**src/hw/rtl/d2ell_pkg.sv**
```systemverilog
// Shared types and codes for the dense-to-ELL converter.
// No dependencies; used by the result stage and the top level.
`default_nettype none

package d2ell_pkg;

  // Fixed field widths of the item and configuration ports
  localparam int CFG_W     = 7;
  localparam int CFG_IDX_W = 1;
  localparam int SLOT_W    = 6;
  localparam int ROW_W     = 6;
  localparam int COLOUT_W  = 6;
  localparam int VALUE_W   = 64;
  localparam int WIDEST_W  = 7;
  localparam int STATUS_W  = 2;

  // Register indexes
  localparam logic [CFG_IDX_W-1:0] REG_ROW_COUNT    = 1'd0;
  localparam logic [CFG_IDX_W-1:0] REG_COLUMN_COUNT = 1'd1;

  // Register reset values
  localparam logic [CFG_W-1:0] DIM_RESET = 7'd64;

  // Item kinds
  localparam logic KIND_LOAD = 1'b0;
  localparam logic KIND_READ = 1'b1;

  // Result status codes
  localparam logic [STATUS_W-1:0] ST_OK        = 2'd0;
  localparam logic [STATUS_W-1:0] ST_LAST      = 2'd1;
  localparam logic [STATUS_W-1:0] ST_NOT_READY = 2'd2;
  localparam logic [STATUS_W-1:0] ST_RANGE     = 2'd3;

  // Control carried from the accept stage to the result stage
  typedef struct packed {
    logic [STATUS_W-1:0] status;
    logic                lookup;     // read that may hit a stored entry
    logic                row_valid;  // row count entry written this load
    logic [SLOT_W-1:0]   slot;
    logic [WIDEST_W-1:0] widest;
  } d2ell_ctl_t;

endpackage

`default_nettype wire

```
**src/hw/rtl/d2ell_result.sv**
```systemverilog
// Result stage: forms the ELL read answer from memory read data and registers it.
// Depends on d2ell_pkg (control struct, status codes, field widths).
`default_nettype none

module d2ell_result #(
  parameter int CNT_W = 7,
  parameter int COL_W = 6
) (
  input  wire logic                             clk,
  input  wire logic                             rst,
  input  wire logic                             in_valid,
  input  wire d2ell_pkg::d2ell_ctl_t            ctl,
  input  wire logic [CNT_W-1:0]                 row_cnt,
  input  wire logic [COL_W-1:0]                 col_data,
  input  wire logic [d2ell_pkg::VALUE_W-1:0]    val_data,
  output      logic                             result_valid,
  output      logic [d2ell_pkg::STATUS_W-1:0]   status,
  output      logic [d2ell_pkg::WIDEST_W-1:0]   widest_row,
  output      logic [d2ell_pkg::COLOUT_W-1:0]   entry_column,
  output      logic [d2ell_pkg::VALUE_W-1:0]    entry_value
);

  localparam int CMP_W = (CNT_W > d2ell_pkg::SLOT_W) ? CNT_W : d2ell_pkg::SLOT_W;

  logic hit;

  // stored entry when the slot lies below the row's count, padding otherwise
  assign hit = ctl.lookup && ctl.row_valid && (CMP_W'(ctl.slot) < CMP_W'(row_cnt));

  always_ff @(posedge clk) begin
    if (rst) begin
      result_valid <= 1'b0;
    end else begin
      result_valid <= in_valid;
    end
  end

  // payload
  always_ff @(posedge clk) begin
    status       <= ctl.status;
    widest_row   <= ctl.widest;
    entry_column <= hit ? d2ell_pkg::COLOUT_W'(col_data) : '0;
    entry_value  <= hit ? val_data : '0;
  end

endmodule

`default_nettype wire

```
**config.mk**
```make
export PLATFORM = sky130hd
export DESIGN_NAME = d2ell_result
export DESIGN_NICKNAME = d
export VERILOG_FILES = /design/src/hw/rtl/d2ell_pkg.sv /design/src/hw/rtl/d2ell_result.sv
export SDC_FILE = /design/constraint.sdc
export NUM_CORES = 1
export LEC_CHECK = 0
export ABC_AREA = 1
export BUFFER_PORTS_ARGS = -buffer_cell sky130_fd_sc_hd__buf_2
export CAP_MARGIN = 25
export CORE_MARGIN = 2
export CORE_UTILIZATION = 25
export DETAILED_ROUTE_END_ITERATION = 7
export SLEW_MARGIN = 30
export SYNTH_ARGS = -nofsm -noshare
export SYNTH_HDL_FRONTEND = slang
export SYNTH_SLANG_ARGS = --single-unit
```
**constraint.sdc**
```tcl
create_clock -name clk -period 1.79 [get_ports clk]
set_clock_uncertainty 0.2 [all_clocks]
set_input_delay 0.358 -clock clk [delete_from_list [all_inputs] [get_ports clk]]
set_output_delay 0.358 -clock clk [all_outputs]
set_load 0.02 [all_outputs]
```
==> flow_summary.yaml, run 1 <==
timing:
  finalHoldViolations: 0
  grt_setup_unrepaired: "false"
  slew_viol_final: 0
  max_slew_margin: 0.894
  setup_viol: 0
  worstMarginPinSlew_ps: 158
  fin_ws_ps: 221
  fin_crit_ps: 1570
  max_freq_mhz: 637
  setup_tns_ps: 0
  finalCritPeriodShare: 0.877
floorplan:
  fp.dieArea_sq_um: 10500
  die_y_microns: 102
  std_cell_rows: 35
  core-area_sq_um: 9330
  initial_utilization: 0.260
  fp.dieW_microns: 102
  ios: 177
layout:
  n_antenna_cell: 0
  final_layout_size_suffix_gt1_frac: 0.420
  n_fill_cell: 920
  fin_nets: 588
  finalNonFillerCells: 620
  area.growth.synth_to_final_pct: 69.2
synth:
  avgSynthCellArea_sq_um: 9.28
  synth.area.top_cells: "dfxtp_1 (66%), inv_1 (13%), nor2_1 (9.6%)"
  ys_warn_count: 0
  syn_nets: 363
  synthAdderAreaFrac: 0.0258
  yosysSeqAreaShare: 0.661
  synth_top_cell_area_share: 0.661
  synth-simple-area-share: 0.148
  muxShareOfSynthArea: 0
  synth_compound_area_frac: 0.00568
  yosys.area_share.xor_xnor: 0
  yosys.area.top_type: "dfxtp_1"
  synth_top_family_by_area: "buffers and inverters"
  syn_area_sq_um: 2420
  ys_ff_latch: 80
  synthCells: 261
  synth_cell_types: 12
placement:
  dp.cells: 562
  dpl.hpwl_microns: 4270
  portBuffers: 176
  post-place-ws_ps: 19.5
  gp_congestion: 0.685
clock_network:
  clock-root-buffer: "clkbuf_8"
  clock_path_buffers: 2
  cts.sinks: 80
  tritoncts: "done"
  htreeDepth: 3
  cts_resized: 0
  cts-buffers-inserted: 9
  clk_transition_reported_paths_ps: 80
global_route:
  track_usage: 0.116
  grt_pass1_vias: 2234
  antenna_found_initial: 0
  grt_pass1_wl_microns: 9300
  grt_overflow: 0
  grt_max_degree: 36
detailed_routing:
  drt-vias-per-instance: 3.64
  postRouteAntennaNets: 0
  drtIter0Drc: 27
  drc: 0
  wl_per_cell_microns: 9.91
  vias: 2257
  drt_wl_total_microns: 6150
  first_pass_iters: 2
setup_path:
  cp_max_fo: 1
  start_kind: "primary input"
  crit_arrival_ps: 1650
  worstSetupEndpointType: "register"
  cp_common_cell: "dlygate4sd3_1"
  worstPathRequired_ps: 1870
  crit_type: "in -> reg"
  slowest_delay_ps: 550
  worst_path_max_delay_cell: "dlygate4sd3_1"
  crit_path_cell_trace: "dlygate4sd3_1 -> buf_2 -> nor2_1 -> dlygate4sd3_1"
power_and_ir_drop:
  p_leak_nw: 2.43
  vdd_ir_drop_max_mv: 0.451
  total_power_mw: 3.97
  p_per_area_nw_per_um2: 968
worst_hold_path:
  hold_class: "in -> reg"
flow_run:
  drv_cap: 0
run_status:
  status: "finished clean"
[worst max-delay path, delay by kind of cell]
| family | cells | cell delay [ps] |
|---|---|---|
| buffers and inverters | 3 | 1210 |
| and+or+nand+nor | 1 | 90 |
[kinds of logic (layout without fill, tap and decap cells)]
logic type	after synthesis	in the layout
DFF	80	80
and+or+nand+nor	85	85
AOI/OAI and AO/OA	2	2
buffers and inverters	89	319
adders and majority gates	5	5
[layout by cell type, fill, tap and decap left out, drive strengths merged]
cell	count
buf	179
inv	83
dfxtp	80
nor2	72
dlygate4sd3	42
nand2	12
clkbuf	10
ha	5
bufinv	3
clkinv	2
a21oi	2
nor3	1
[cells in the mapped netlist]
library cell and count:
inv_1 82, dfxtp_1 80, nor2_1 62, nand2_1 11
nor2_2 9, buf_6 7, ha_1 5, a21oi_1 1
a21oi_2 1, nand2_4 1, nor2_4 1, nor3_1 1
[cell type report]
cell class                 count  area, sq um  share of cell area
inverter                      82          308              0.0751
clock inverter                 6          116              0.0284
multi-input combinational     92          434               0.106
clock buffer                  10          128              0.0311
sequential                    80         1600               0.391
tap                          129          161              0.0394
timing repair buffer         221         1350               0.329
[repair_timing]
action | CTS | global route
hold buffers | 41 | 1
endpoints found under the hold margin | 40 | 1
setup buffers | 0 | 0
[sequential cells by signal, summed over array words and instances (netlist names)]
name	cells
entry_column	6
entry_value	64
result_valid	1
status	2
widest_row	7
[stage by stage]
stage	utilization	hold slack (ps)	area (sq um)
after floorplan	-	186	2420
after global placement	0.368	261	3430
after detailed placement	0.368	262	3430
after CTS	0.438	0.0159	4090
after global routing	0.439	1.31	4100
final	0.439	24.2	4100
[report_power, final]
part | total [mW] | internal, mW | switching [mW]
Combinational | 0.500 | 0.238 | 0.261
Sequential | 1.88 | 1.86 | 0.0190
Clock | 1.59 | 0.937 | 0.652
Total | 3.97 | 3.03 | 0.933
[routing by layer]
layer,up-vias,routed length [microns],GRT usage
li1,1156,-,-
met1,980,2320,0.108
met2,108,3170,0.215
met3,13,515,0.0527
met4,0,140,0.0492
met5,-,0,0
[path summary, 6_finish.rpt]
kind | start | end | slack [ps] | cells after the start
setup / recovery | rst | result_valid | 220 | 4
hold / removal | val_data[8] | entry_value[8] | 20 | 3
Power figures use the tool's default switching activity.
==> run 2: changes to the inputs <==
- CELL_PAD_IN_SITES_DETAIL_PLACEMENT: unset -> 0
- CELL_PAD_IN_SITES_GLOBAL_PLACEMENT: unset -> 1
- CORE_UTILIZATION: 25 -> 27
- PLACE_DENSITY_LB_ADDON: unset -> 0.1
==> run 2 against run 1 <==
Non-clock buffer count is 29 lower. Via count is 7.3% lower. Critical path depth stayed put. Sequential share of layout area is 3.8 points higher. Final cell count is 8.1% lower. Flip-flop and latch count stayed put. Fmax is 1.7% higher. Sequential power hardly changed. Utilization is 1.1 points lower. Power is 7.9% lower. Routed wire length is 7.0% lower.
==> flow_summary.yaml, run 2 (synthesized netlist as in run 1, its figures left out) <==
timing:
  finalCritPeriodShare: 0.862
  holdWs_ps: 21.3
  grt_setup_unrepaired: "false"
  slew_viol_final: 0
  max_slew_margin: 0.900
  max_freq_mhz: 648
  worstMarginPinSlew_ps: 148
  setup_tns_ps: 0
  finalHoldViolations: 0
  setup_viol: 0
  fin_crit_ps: 1540
worst_hold_path:
  min-delay-start: "val_data[12]"
  holdPathStages: 3
  min_to: "entry_value[12]"
  hold_class: "in -> reg"
layout:
  layout_commonest_cell: "buf_2"
  final_layout_size_suffix_gt1_frac: 0.450
  final_area_sq_um: 3740
  area.growth.synth_to_final_pct: 54.3
  regMostFlops: "entry_value"
  mostFrequentLayoutCells: "buf_2 (176), inv_1 (82), dfxtp_1 (80)"
  n_fill_cell: 928
  n_antenna_cell: 0
  largest_reg_flops: 64
  fin_util: 0.429
  fin_nets: 559
  reg_top3: "entry_value (64), widest_row (7), entry_column (6)"
floorplan:
  core-area_sq_um: 8720
  initial_utilization: 0.278
  ios: 177
  fp.dieArea_sq_um: 9750
  std_cell_rows: 34
  die_y_microns: 98.7
  fp.dieW_microns: 98.7
detailed_routing:
  vias: 2092
  wl_per_cell_microns: 10.0
  first_pass_iters: 4
  drc: 0
  drt_wl_total_microns: 5720
  drt-vias-per-instance: 3.67
  drtIter0Drc: 15
  postRouteAntennaNets: 0
setup_path:
  crit_type: "in -> reg"
  worstSetupEndpointType: "register"
  cp_max_fo: 1
  crit_arrival_ps: 1630
  start_kind: "primary input"
  worstPathRequired_ps: 1870
global_route:
  grt_pass1_wl_microns: 9070
  grt_overflow: 0
  grt_max_degree: 32
  grt_pass1_vias: 1964
  track_usage: 0.120
  antenna_found_initial: 0
clock_network:
  clk_transition_reported_paths_ps: 90
  cts.sinks: 80
  clock-root-buffer: "clkbuf_8"
  clock_path_buffers: 2
  htreeDepth: 3
  tritoncts: "done"
  cts-buffers-inserted: 9
power_and_ir_drop:
  p_per_area_nw_per_um2: 977
  p_leak_nw: 2.30
  vdd_ir_drop_max_mv: 0.291
  total_power_mw: 3.65
placement:
  portBuffers: 176
  placed_area_sq_um: 3410
  gp_congestion: 0.668
  dpl.hpwl_microns: 4410
flow_run:
  drv_cap: 0
run_status:
  status: "finished clean"
[run 2: cell type report]
class                           instances  area, sq um  area share
Clock buffer                           10          138      0.0368
Clock inverter                          6         66.3      0.0177
Inverter                               82          308      0.0823
Multi-Input combinational cell         92          434       0.116
Sequential cell                        80         1600       0.428
Tap cell                              108          135      0.0361
Timing Repair Buffer                  192         1060       0.282
[run 2: repair_timing]
| item | CTS | global route |
|---|---|---|
| buffers inserted | 0 | 0 |
| hold buffers | 12 | 0 |
| endpoints found under the setup margin | 0 | 0 |
| gates resized for setup | 0 | 0 |
| hold endpoints to repair | 11 | 0 |
[run 2: worst max-delay path by stage]
| stage | to | cells after the start | from | slack, ps |
|---|---|---|---|---|
| final | result_valid | 4 | rst | 250 |
| after CTS | result_valid | 4 | rst | 270 |
| after floorplan | entry_column[2] | 8 | row_cnt[5] | 230 |
| after detailed placement | entry_value[46] | 11 | row_cnt[2] | 50 |
| after global routing | result_valid | 4 | rst | 230 |
| after global placement | entry_value[51] | 10 | ctl[9] | 50 |
[run 2: critical path: stages]
cell and delay (ps):
dlygate4sd3_1 530, buf_2 120, nor2_1 80, dlygate4sd3_1 550
[run 2: routing by layer]
layer / share of wire / global-route usage / routed length [microns] / vias to the layer above
met5: 0 / 0 / 0 / -
met4: 0.017 / 0.0632 / 99 / 0
met3: 0.089 / 0.0383 / 507 / 6
met2: 0.51 / 0.212 / 2920 / 92
met1: 0.38 / 0.127 / 2190 / 894
li1: - / - / - / 1100
[run 2: power by group]
group,internal (mW),switching [mW],total (mW)
clock network,0.688,0.642,1.33
registers,1.86,0.0167,1.88
logic,0.197,0.251,0.448
[run 2: stage by stage]
stage	setup slack, ps	std cells
floorplan	229	261
global placement	50.4	542
detailed placement	45.9	542
CTS	271	570
global route	227	570
finish	247	570
