--- src/hw/rtl/d2ell_ram.sv ---
// Generic single-write, single-read RAM with registered read data.
// No dependencies.
`default_nettype none

module d2ell_ram #(
  parameter int WIDTH = 8,
  parameter int DEPTH = 16
) (
  input  wire logic                                    clk,
  input  wire logic                                    we,
  input  wire logic [(DEPTH > 1 ? $clog2(DEPTH) : 1)-1:0] waddr,
  input  wire logic [WIDTH-1:0]                        wdata,
  input  wire logic [(DEPTH > 1 ? $clog2(DEPTH) : 1)-1:0] raddr,
  output      logic [WIDTH-1:0]                        rdata
);

  logic [WIDTH-1:0] mem [DEPTH];

  // write port
  always_ff @(posedge clk) begin
    if (we) begin
      mem[waddr] <= wdata;
    end
  end

  // registered read port
  always_ff @(posedge clk) begin
    rdata <= mem[raddr];
  end

endmodule

`default_nettype wire

--- config.mk ---
export PLATFORM = sky130hd
export DESIGN_NAME = d2ell_ram
export DESIGN_NICKNAME = d
export VERILOG_FILES = /design/src/hw/rtl/d2ell_ram.sv
export SDC_FILE = /design/constraint.sdc
export NUM_CORES = 1
export LEC_CHECK = 0
export BUFFER_PORTS_ARGS = -buffer_cell sky130_fd_sc_hd__buf_2
export CAP_MARGIN = 20
export CORE_ASPECT_RATIO = 0.9
export CORE_UTILIZATION = 40
export DETAILED_ROUTE_END_ITERATION = 10
export GPL_TIMING_DRIVEN = 0
export MAX_ROUTING_LAYER = met4
export PLACE_DENSITY_LB_ADDON = 0.15
export SYNTH_ARGS = -nofsm -noshare
export SYNTH_HDL_FRONTEND = slang
export SYNTH_SLANG_ARGS = --single-unit
export TNS_END_PERCENT = 1
--- constraint.sdc ---
create_clock -name clk -period 3.3 [get_ports clk]
set_clock_uncertainty 0.05 [all_clocks]
set_input_delay 0.165 -clock clk [delete_from_list [all_inputs] [get_ports clk]]
set_output_delay 0.165 -clock clk [all_outputs]
set_load 0.02 [all_outputs]
==> results of run 1 <==
[metal layers]
layer | part of all wire [%] | routed length [µm]
met2 | 46 | 4620
met1 | 47 | 4690
met4 | 0.91 | 91
met3 | 6.2 | 621
met5 | 0 | 0
[power by group through the flow]
stage	Combinational [mW]	Sequential (mW)	Clock, mW
floorplan	0.0980	1.99	0
global placement	0.198	1.97	0
detailed placement	0.203	1.98	0
CTS	0.203	1.94	2.26
global route	0.214	1.94	2.34
finish	0.199	1.94	2.23
[area by class of cell]
type / instances / area (µm²)
repair buffers: 28 / 150
fillers: 985 / 6110
multi-input cells: 83 / 1060
flip-flops and latches: 136 / 4000
plain buffers: 10 / 86.3
clock buffers: 20 / 467
clock inverters: 12 / 244
well taps: 160 / 200
[critical path, delay by kind of cell]
family	cells	cell delay, ns
buffers and inverters	2	0.40
AND/OR/NAND/NOR	2	1.10
[Yosys cell counts (all sizes together)]
cell type        n  share of area, %
nand2            9              0.66
clkdlybuf4s25    3              0.58
nor2            13              0.95
dfxtp            8               3.1
nor3             4              0.39
nand3b           2              0.29
and2b            1              0.15
buf              7               1.1
nand2b           2              0.24
and2             1              0.12
nand3            1             0.097
or3b             1              0.17
nor2b            1              0.12
a22oi           16               2.3
mux4            32                15
edfxtp         128                75
[cells by family after synthesis]
logic type / after synthesis / share of synthesized area, %
flops: 136 / 77.8
compound gates: 16 / 2.33
buf+inv: 10 / 1.68
simple gates: 35 / 3.18
mux: 32 / 15.0
[metrics by stage]
step / util (%) / power (mW)
global placement: 44.4 / 2.17
CTS: 50.4 / 4.40
finish: 50.4 / 4.37
global route: 50.4 / 4.50
detailed placement: 44.6 / 2.18
floorplan: - / 2.09
[flip-flops by register name, indices dropped and copies added, names as in the netlist]
name and cells:
mem 128, rdata 8
[placed cells by master, fill, tap and decap left out, drive strengths merged]
| cell | n |
|---|---|
| and2 | 1 |
| edfxtp | 128 |
| dfxtp | 8 |
| and2b | 1 |
| nand2 | 9 |
| a22oi | 16 |
| buf | 35 |
| nor2 | 13 |
| nand2b | 2 |
| or3b | 1 |
| nor3 | 4 |
| bufinv | 7 |
| clkinvlp | 2 |
| mux4 | 32 |
| nand3 | 1 |
| clkinv | 3 |
| nor2b | 1 |
| clkdlybuf4s25 | 3 |
| nand3b | 2 |
| clkbuf | 20 |
[how the worst max path moves through the flow]
stage / cells after the start / end / slack, ns / start
global route: 4 / mem[0][6] / 1.67 / waddr[2]
global placement: 3 / mem[0][7] / 0.98 / waddr[2]
floorplan: 2 / mem[0][0] / 1.59 / waddr[2]
detailed placement: 4 / mem[0][7] / 1.27 / waddr[2]
CTS: 4 / mem[0][6] / 1.71 / waddr[2]
finish: 4 / mem[0][6] / 1.71 / waddr[2]
==> impl_metrics.toml, run 1 <==
[status]
outcome = "finished clean"

[synthesis]
synth.avg_cell_area_um2 = 22.5
syn_inst = 229
yosys_register_bits = 136
syn-num-nets = 247
synth.distinct_cells = 19
netlist_area_mm2 = 0.00515
yosysWarnings = 0
synth-seq-area-share_pct = 77.8

[sta]
tightest_slew_ns = 0.841
fin_crit_ns = 1.59
fin_crit_sh_pct = 48.3
setup-tns-final_ns = 0
setup_viol = 0
rsz0062_at_grt = "false"
setup_slack_ns = 1.71
hold_ws_ns = 0.105
max_freq_mhz = 628
drv_slew = 0
hold_viol_final = 0
relSlewSlack_pct = 43.5

[power_and_ir_drop]
ir_drop_v = 0.000443
seqPwrFrac_pct = 44.4
clock_power_share_pct = 51.0
p_per_area_mw_per_mm2 = 703
p_switching_mw = 0.805
p_comb_share_pct = 4.6
sw_frac_of_total_pct = 18.4
p_leak_nw = 2.10
intPower_mw = 3.56

[placement]
place_area_mm2 = 0.00550
dpl.cell_count = 417
port_buffers = 24
routabilityCongestion = 0.676
pre_cts_ws_ns = 1.27
dp_hpwl_um = 6400

[route]
drcViolationCount = 0
wl_um = 10000
dr.pass1.iters = 4
wl_per_cell_um = 22.3
ant_nets = 0
via_per_inst = 5.23
vias = 2349
drt_iter0_markers = 141

[die]
coreArea_mm2 = 0.0123
die_h_um = 110
num_rows = 38
die_w_um = 122
start_util_pct = 41.8
io_pins = 26
die_area_mm2 = 0.0133

[setup_path]
rrSetupSlack_ns = 1.89
worstPathArrival_ns = 1.67
path_max_fanout = 5
critical_path.max_stage_delay_ns = 0.58
r2r-start = "mem[5][2]"
crit_chain = "buf_2 > or3b_2 > nor3_1 > buf_4"
path_class = "in2reg"
reg2reg_to = "rdata[2]"
cp-start-kind = "input pin"
rr_worst_depth = 3
worstSetupEndpointType = "flop"
critPathSlowestCell = "nor3_1"
required_ns = 3.37

[global_route]
grt_max_degree = 17
grt_pass1_vias = 2367
grt_overflow = 0
busiest_layer = "met2"
grt_antenna_before_repair = 0
grt_pass1_wl_um = 14800
use_met3_pct = 5.76
met2_usage_pct = 24.6
track_usage_pct = 17.6
grt.met1_usage_pct = 24.4

[clocking]
cts_tree = "done"
clockRootBuffer = "clkbuf_16"
cts_made_buffers = 17
cts.sinks = 136
cts_setup_buffers = 0
h-tree-depth = 4
cts.clk_slew.worst_paths_ns = 0.05
cts_buffer_depth = 2
cts_resized = 0
insertion_delay_ns = 0.41
holdBufCountCts = 0

[layout]
syn_to_final_growth_pct = 20.6
insertedDiodeCount = 0
nets = 294
drive_gt1_share_pct = 30.8
fin_area_mm2 = 0.00621
layout.cells.non_filler = 449

[worst_hold_path]
whs_endpoint = "mem[7][6]"
hold_path_class = "in2reg"
hold_start = "wdata[6]"
whs_path_depth = 1

[flow_run]
drv_cap = 0
(Power assumes the default switching activity.)
==> inputs of run 2 (changes only) <==
- clock period: 3.3 -> 1.3 ns (I/O delays scaled with it)
==> run 2 against run 1 <==
Net effect:
- the run now ends with setup timing left
- critical path depth decreased by 1
- non-clock buffer count unchanged
- largest cell class unchanged
- clock power grew 140%
==> impl_metrics.toml, run 2 (synthesized netlist as in run 1, its figures left out) <==
[status]
outcome = "finished with violations"
violations = "setup timing"

[setup_path]
path_class = "reg2reg"
cp-start-kind = "flop"
reg2reg_to = "rdata[5]"
critPathSlowestCell = "mux4_2"
r2r-start = "mem[11][5]"
worstSetupEndpointType = "flop"
cpLargestDelayFamily = "multiplexers"
crit_chain = "mux4_2 > a22oi_2 > nand2_1"
rr_worst_depth = 3
rrSetupSlack_ns = -0.03
path_max_fanout = 1
required_ns = 1.54
critical_path.max_stage_delay_ns = 0.48
critical_path_buf_inv_count = 0
worstPathArrival_ns = 1.57

[clocking]
cts_setup_buffers = 0
insertion_delay_ns = 0.41
cts_made_buffers = 17
cts_buffer_depth = 2
cts_tree = "done"
clockRootBuffer = "clkbuf_16"
h-tree-depth = 4
cts.clk_slew.worst_paths_ns = 0.06
cts.sinks = 136

[sta]
rsz0062_at_grt = "true"
setup-tns-final_ns = -0.107
hold_viol_final = 0
fin_crit_ns = 1.33
tightest_slew_ns = 0.868
setup_slack_ns = -0.0336
max_freq_mhz = 750
drv_slew = 0
fin_crit_sh_pct = 103
hold_ws_ns = 0.0170
relSlewSlack_pct = 41.8
setup_viol = 5

[placement]
place_area_mm2 = 0.00549
routabilityCongestion = 0.684
port_buffers = 24
dp_hpwl_um = 6400

[route]
ant_nets = 0
wl_um = 10400
wl_per_cell_um = 23.2
drt_iter0_markers = 207
dr.pass1.iters = 4
drcViolationCount = 0
vias = 2390
via_per_inst = 5.32

[die]
die_area_mm2 = 0.0133
coreArea_mm2 = 0.0123
io_pins = 26
start_util_pct = 41.8
die_w_um = 122
num_rows = 38
die_h_um = 110

[layout]
syn_to_final_growth_pct = 20.6
final_cell_mix = "edfxtp_1, mux4_2, buf_2"
layout_commonest_cell = "edfxtp_1"
top_register = "mem"
insertedDiodeCount = 0
fin_area_mm2 = 0.00621
largest_reg_flops = 128
nets = 294
drive_gt1_share_pct = 39.8
biggestRegsByFlops = "mem: 128 flops, rdata: 8 flops"

[global_route]
grt_max_degree = 17
use_met3_pct = 4.82
track_usage_pct = 18.1
grt_pass1_vias = 2373
grt.met1_usage_pct = 27.1
grt_overflow = 0
busiest_layer = "met1"
grt_antenna_before_repair = 0
grt_pass1_wl_um = 15500
met2_usage_pct = 23.5

[worst_hold_path]
whs_endpoint = "mem[5][0]"
hold_start = "wdata[0]"
whs_path_depth = 1
hold_path_class = "in2reg"

[power_and_ir_drop]
p_per_area_mw_per_mm2 = 1750
p_leak_nw = 2.04
ir_drop_v = 0.00145

[flow_run]
drv_cap = 0
==> run 2: per-stage QoR <==
stage	std cells	power, mW	setup slack [ns]	util (%)
2_1_floorplan	229	5.30	-0.0811	-
3_3_place_gp	413	5.52	-0.739	44.4
3_5_place_dp	415	5.54	-0.552	44.6
4_1_cts	449	11.0	-0.0916	50.4
5_1_grt	449	11.2	-0.101	50.4
6_report	449	10.9	-0.0336	50.4
==> run 2: cell type report <==
type / instances / area [µm²]
repair buffers: 28 / 153
well taps: 160 / 200
multi-input cells: 83 / 1090
clock inverters: 15 / 249
plain buffers: 10 / 86.3
flip-flops and latches: 136 / 4000
fillers: 990 / 6110
clock buffers: 17 / 425
==> run 2: power breakdown <==
part / internal (mW) / switching (mW) / total, mW
logic: 0.216 / 0.332 / 0.547
registers: 4.90 / 0.0231 / 4.93
clock network: 3.60 / 1.81 / 5.41
==> run 2: routing by layer <==
layer / vias to the layer above / part of all wire, %
li1: 1054 / -
met1: 1276 / 50
met2: 53 / 45
met3: 7 / 4.6
met4: 0 / 0.51
met5: - / 0
==> run 2: how the worst max path moves through the flow <==
| stage | end | from | depth (start not counted) |
|---|---|---|---|
| 3_5_place_dp | mem[2][2] | waddr[2] | 3 |
| 6_report | rdata[5] | mem[11][5] | 3 |
| 3_3_place_gp | mem[8][1] | waddr[2] | 3 |
| 2_1_floorplan | mem[3][0] | waddr[2] | 2 |
| 5_1_grt | rdata[0] | mem[3][0] | 3 |
| 4_1_cts | rdata[0] | mem[7][0] | 3 |
==> run 2: timing repair <==
item / in CTS / in global routing
gates cloned: 0 / 0
setup endpoints to repair: 40 / 8
gates resized for setup: 24 / 3
endpoints found under the hold margin: 25 / 0
pin swaps: 8 / 2
hold buffers: 2 / 0
==> inputs of run 3 (changes only) <==
- PLACE_DENSITY_LB_ADDON: 0.15 -> 0.05
- clock period: 1.3 -> 1.6 ns (I/O delays scaled with it)
==> run 3 against run 2 <==
Net effect:
- the flow now finishes without violations
- sequential share of layout area rose by 1.8 points
- core utilization fell by 1.4 points
- count of clock-buffer cells in the layout rose by 6
- combinational power shrank 24%
- non-clock buffer count fell by 1
- wire length grew 0.23%
- first-iteration DRC count is 8.7% lower
- critical path depth stayed put
- setup slack improved by 0.15 ns
- sequential power down 19%
- critical path type is now in2reg
- critical endpoint is now mem[1][7]
==> impl_metrics.toml, run 3 (synthesized netlist as in run 1, its figures left out) <==
[status]
outcome = "finished clean"

[route]
wl_um = 10400
drcViolationCount = 0
dr.pass1.iters = 4
ant_nets = 0
drt_iter0_markers = 189
vias = 2341
wl_per_cell_um = 23.3
via_per_inst = 5.23

[setup_path]
critical_path.max_stage_delay_ns = 0.72
r2r-start = "mem[6][4]"
path_max_fanout = 8
reg2reg_to = "rdata[4]"
required_ns = 1.58
rr_worst_depth = 3
rrSetupSlack_ns = 0.15
crit_chain = "buf_2 > or3b_2 > nor2_1"
worstPathArrival_ns = 1.46
startpoint = "waddr[2]"
worstSetupEndpointType = "flop"
path_class = "in2reg"
critPathSlowestCell = "nor2_1"
cp-start-kind = "input pin"

[die]
io_pins = 26
die_area_mm2 = 0.0133
start_util_pct = 41.8
die_w_um = 122
coreArea_mm2 = 0.0123
num_rows = 38
die_h_um = 110

[layout]
top_register = "mem"
drive_gt1_share_pct = 30.6
syn_to_final_growth_pct = 17.3
layout_commonest_cell = "edfxtp_1"
final_util_pct = 49.0
largest_reg_flops = 128
biggestRegsByFlops = "mem: 128 flops, rdata: 8 flops"
insertedDiodeCount = 0
nets = 293
final_cell_mix = "edfxtp_1, buf_2, mux4_2"
fill_cells = 1030

[global_route]
grt_pass1_wl_um = 15200
grt_pass1_vias = 2369
grt_overflow = 0
grt_antenna_before_repair = 0
grt_max_degree = 17
track_usage_pct = 18.1

[power_and_ir_drop]
ir_drop_v = 0.000655
p_per_area_mw_per_mm2 = 1310
p_leak_nw = 2.03

[clocking]
cts.sinks = 136
cts_buffer_depth = 2
insertion_delay_ns = 0.41
h-tree-depth = 4
cts_setup_buffers = 0
clockRootBuffer = "clkbuf_16"
cts.clk_slew.worst_paths_ns = 0.05
cts_tree = "done"
cts_made_buffers = 17
holdBufCountCts = 0
cts_resized = 0

[sta]
fin_crit_sh_pct = 92.5
relSlewSlack_pct = 39.5
fin_crit_ns = 1.48
setup_viol = 0
rsz0062_at_grt = "false"
hold_viol_final = 0
max_freq_mhz = 676
drv_slew = 0
hold_ws_ns = 0.0262
tightest_slew_ns = 0.904

[flow_run]
drv_cap = 0

[worst_hold_path]
whs_path_depth = 1
hold_path_class = "in2reg"
hold_start = "wdata[6]"
whs_endpoint = "mem[7][6]"

[placement]
port_buffers = 24
dp_hpwl_um = 6600
routabilityCongestion = 0.697
-- run 3: cell types whose count changed in the layout (fill, tap and decap cells not counted), sizes merged --
cell         before  now
bufinv            6    0
clkinvlp          2    1
buf              33   34
dlygate4sd3       2    0
clkbuf           17   23
clkinv            6    8
inv               1    0
-- run 3: through the flow --
step                      total power, mW  setup TNS, ns  setup slack, ns  cell area, µm²  instances
final                                7.92              0            0.120            6040        448
after global routing                 8.20              0           0.0714            6040        448
after CTS                            8.00              0            0.125            6040        448
after detailed placement             4.50          -9.54           -0.302            5490        416
after global placement               4.49         -16.59           -0.433            5470        413
after floorplan                      4.31              0            0.204            5150        229
-- run 3: worst max-delay path: cells and delay by family --
family / cells / cell delay, ns
AND/OR/NAND/NOR: 2 / 1.26
buffers and inverters: 1 / 0.11
-- run 3: per-layer routing --
layer	wire [µm]	vias to the layer above	global-route usage (%)
met5	0	-	-
met4	79	0	6.35
li1	-	1067	-
met2	4810	59	25.9
met3	493	7	5.45
met1	5040	1208	24.7
-- run 3: cell type report --
| class | count | area [µm²] | area share, % |
|---|---|---|---|
| Buffer | 10 | 86.3 | 1.43 |
| Clock buffer | 23 | 498 | 8.25 |
| Clock inverter | 9 | 47.5 | 0.788 |
| Multi-Input combinational cell | 83 | 1060 | 17.6 |
| Sequential cell | 136 | 4000 | 66.3 |
| Tap cell | 160 | 200 | 3.32 |
| Timing Repair Buffer | 27 | 138 | 2.28 |
-- run 3: power breakdown --
group / switching, mW / internal (mW)
Sequential: 0.0170 / 3.99
Clock: 1.35 / 2.16
Combinational: 0.253 / 0.160
-- run 3: how the worst max path moves through the flow --
stage / end / slack (ns) / cells past startpoint
after global placement: mem[8][7] / -0.43 / 3
after CTS: rdata[1] / 0.12 / 3
after global routing: mem[1][4] / 0.07 / 3
after detailed placement: mem[3][1] / -0.30 / 3
final: mem[1][7] / 0.12 / 3
after floorplan: mem[3][0] / 0.20 / 2
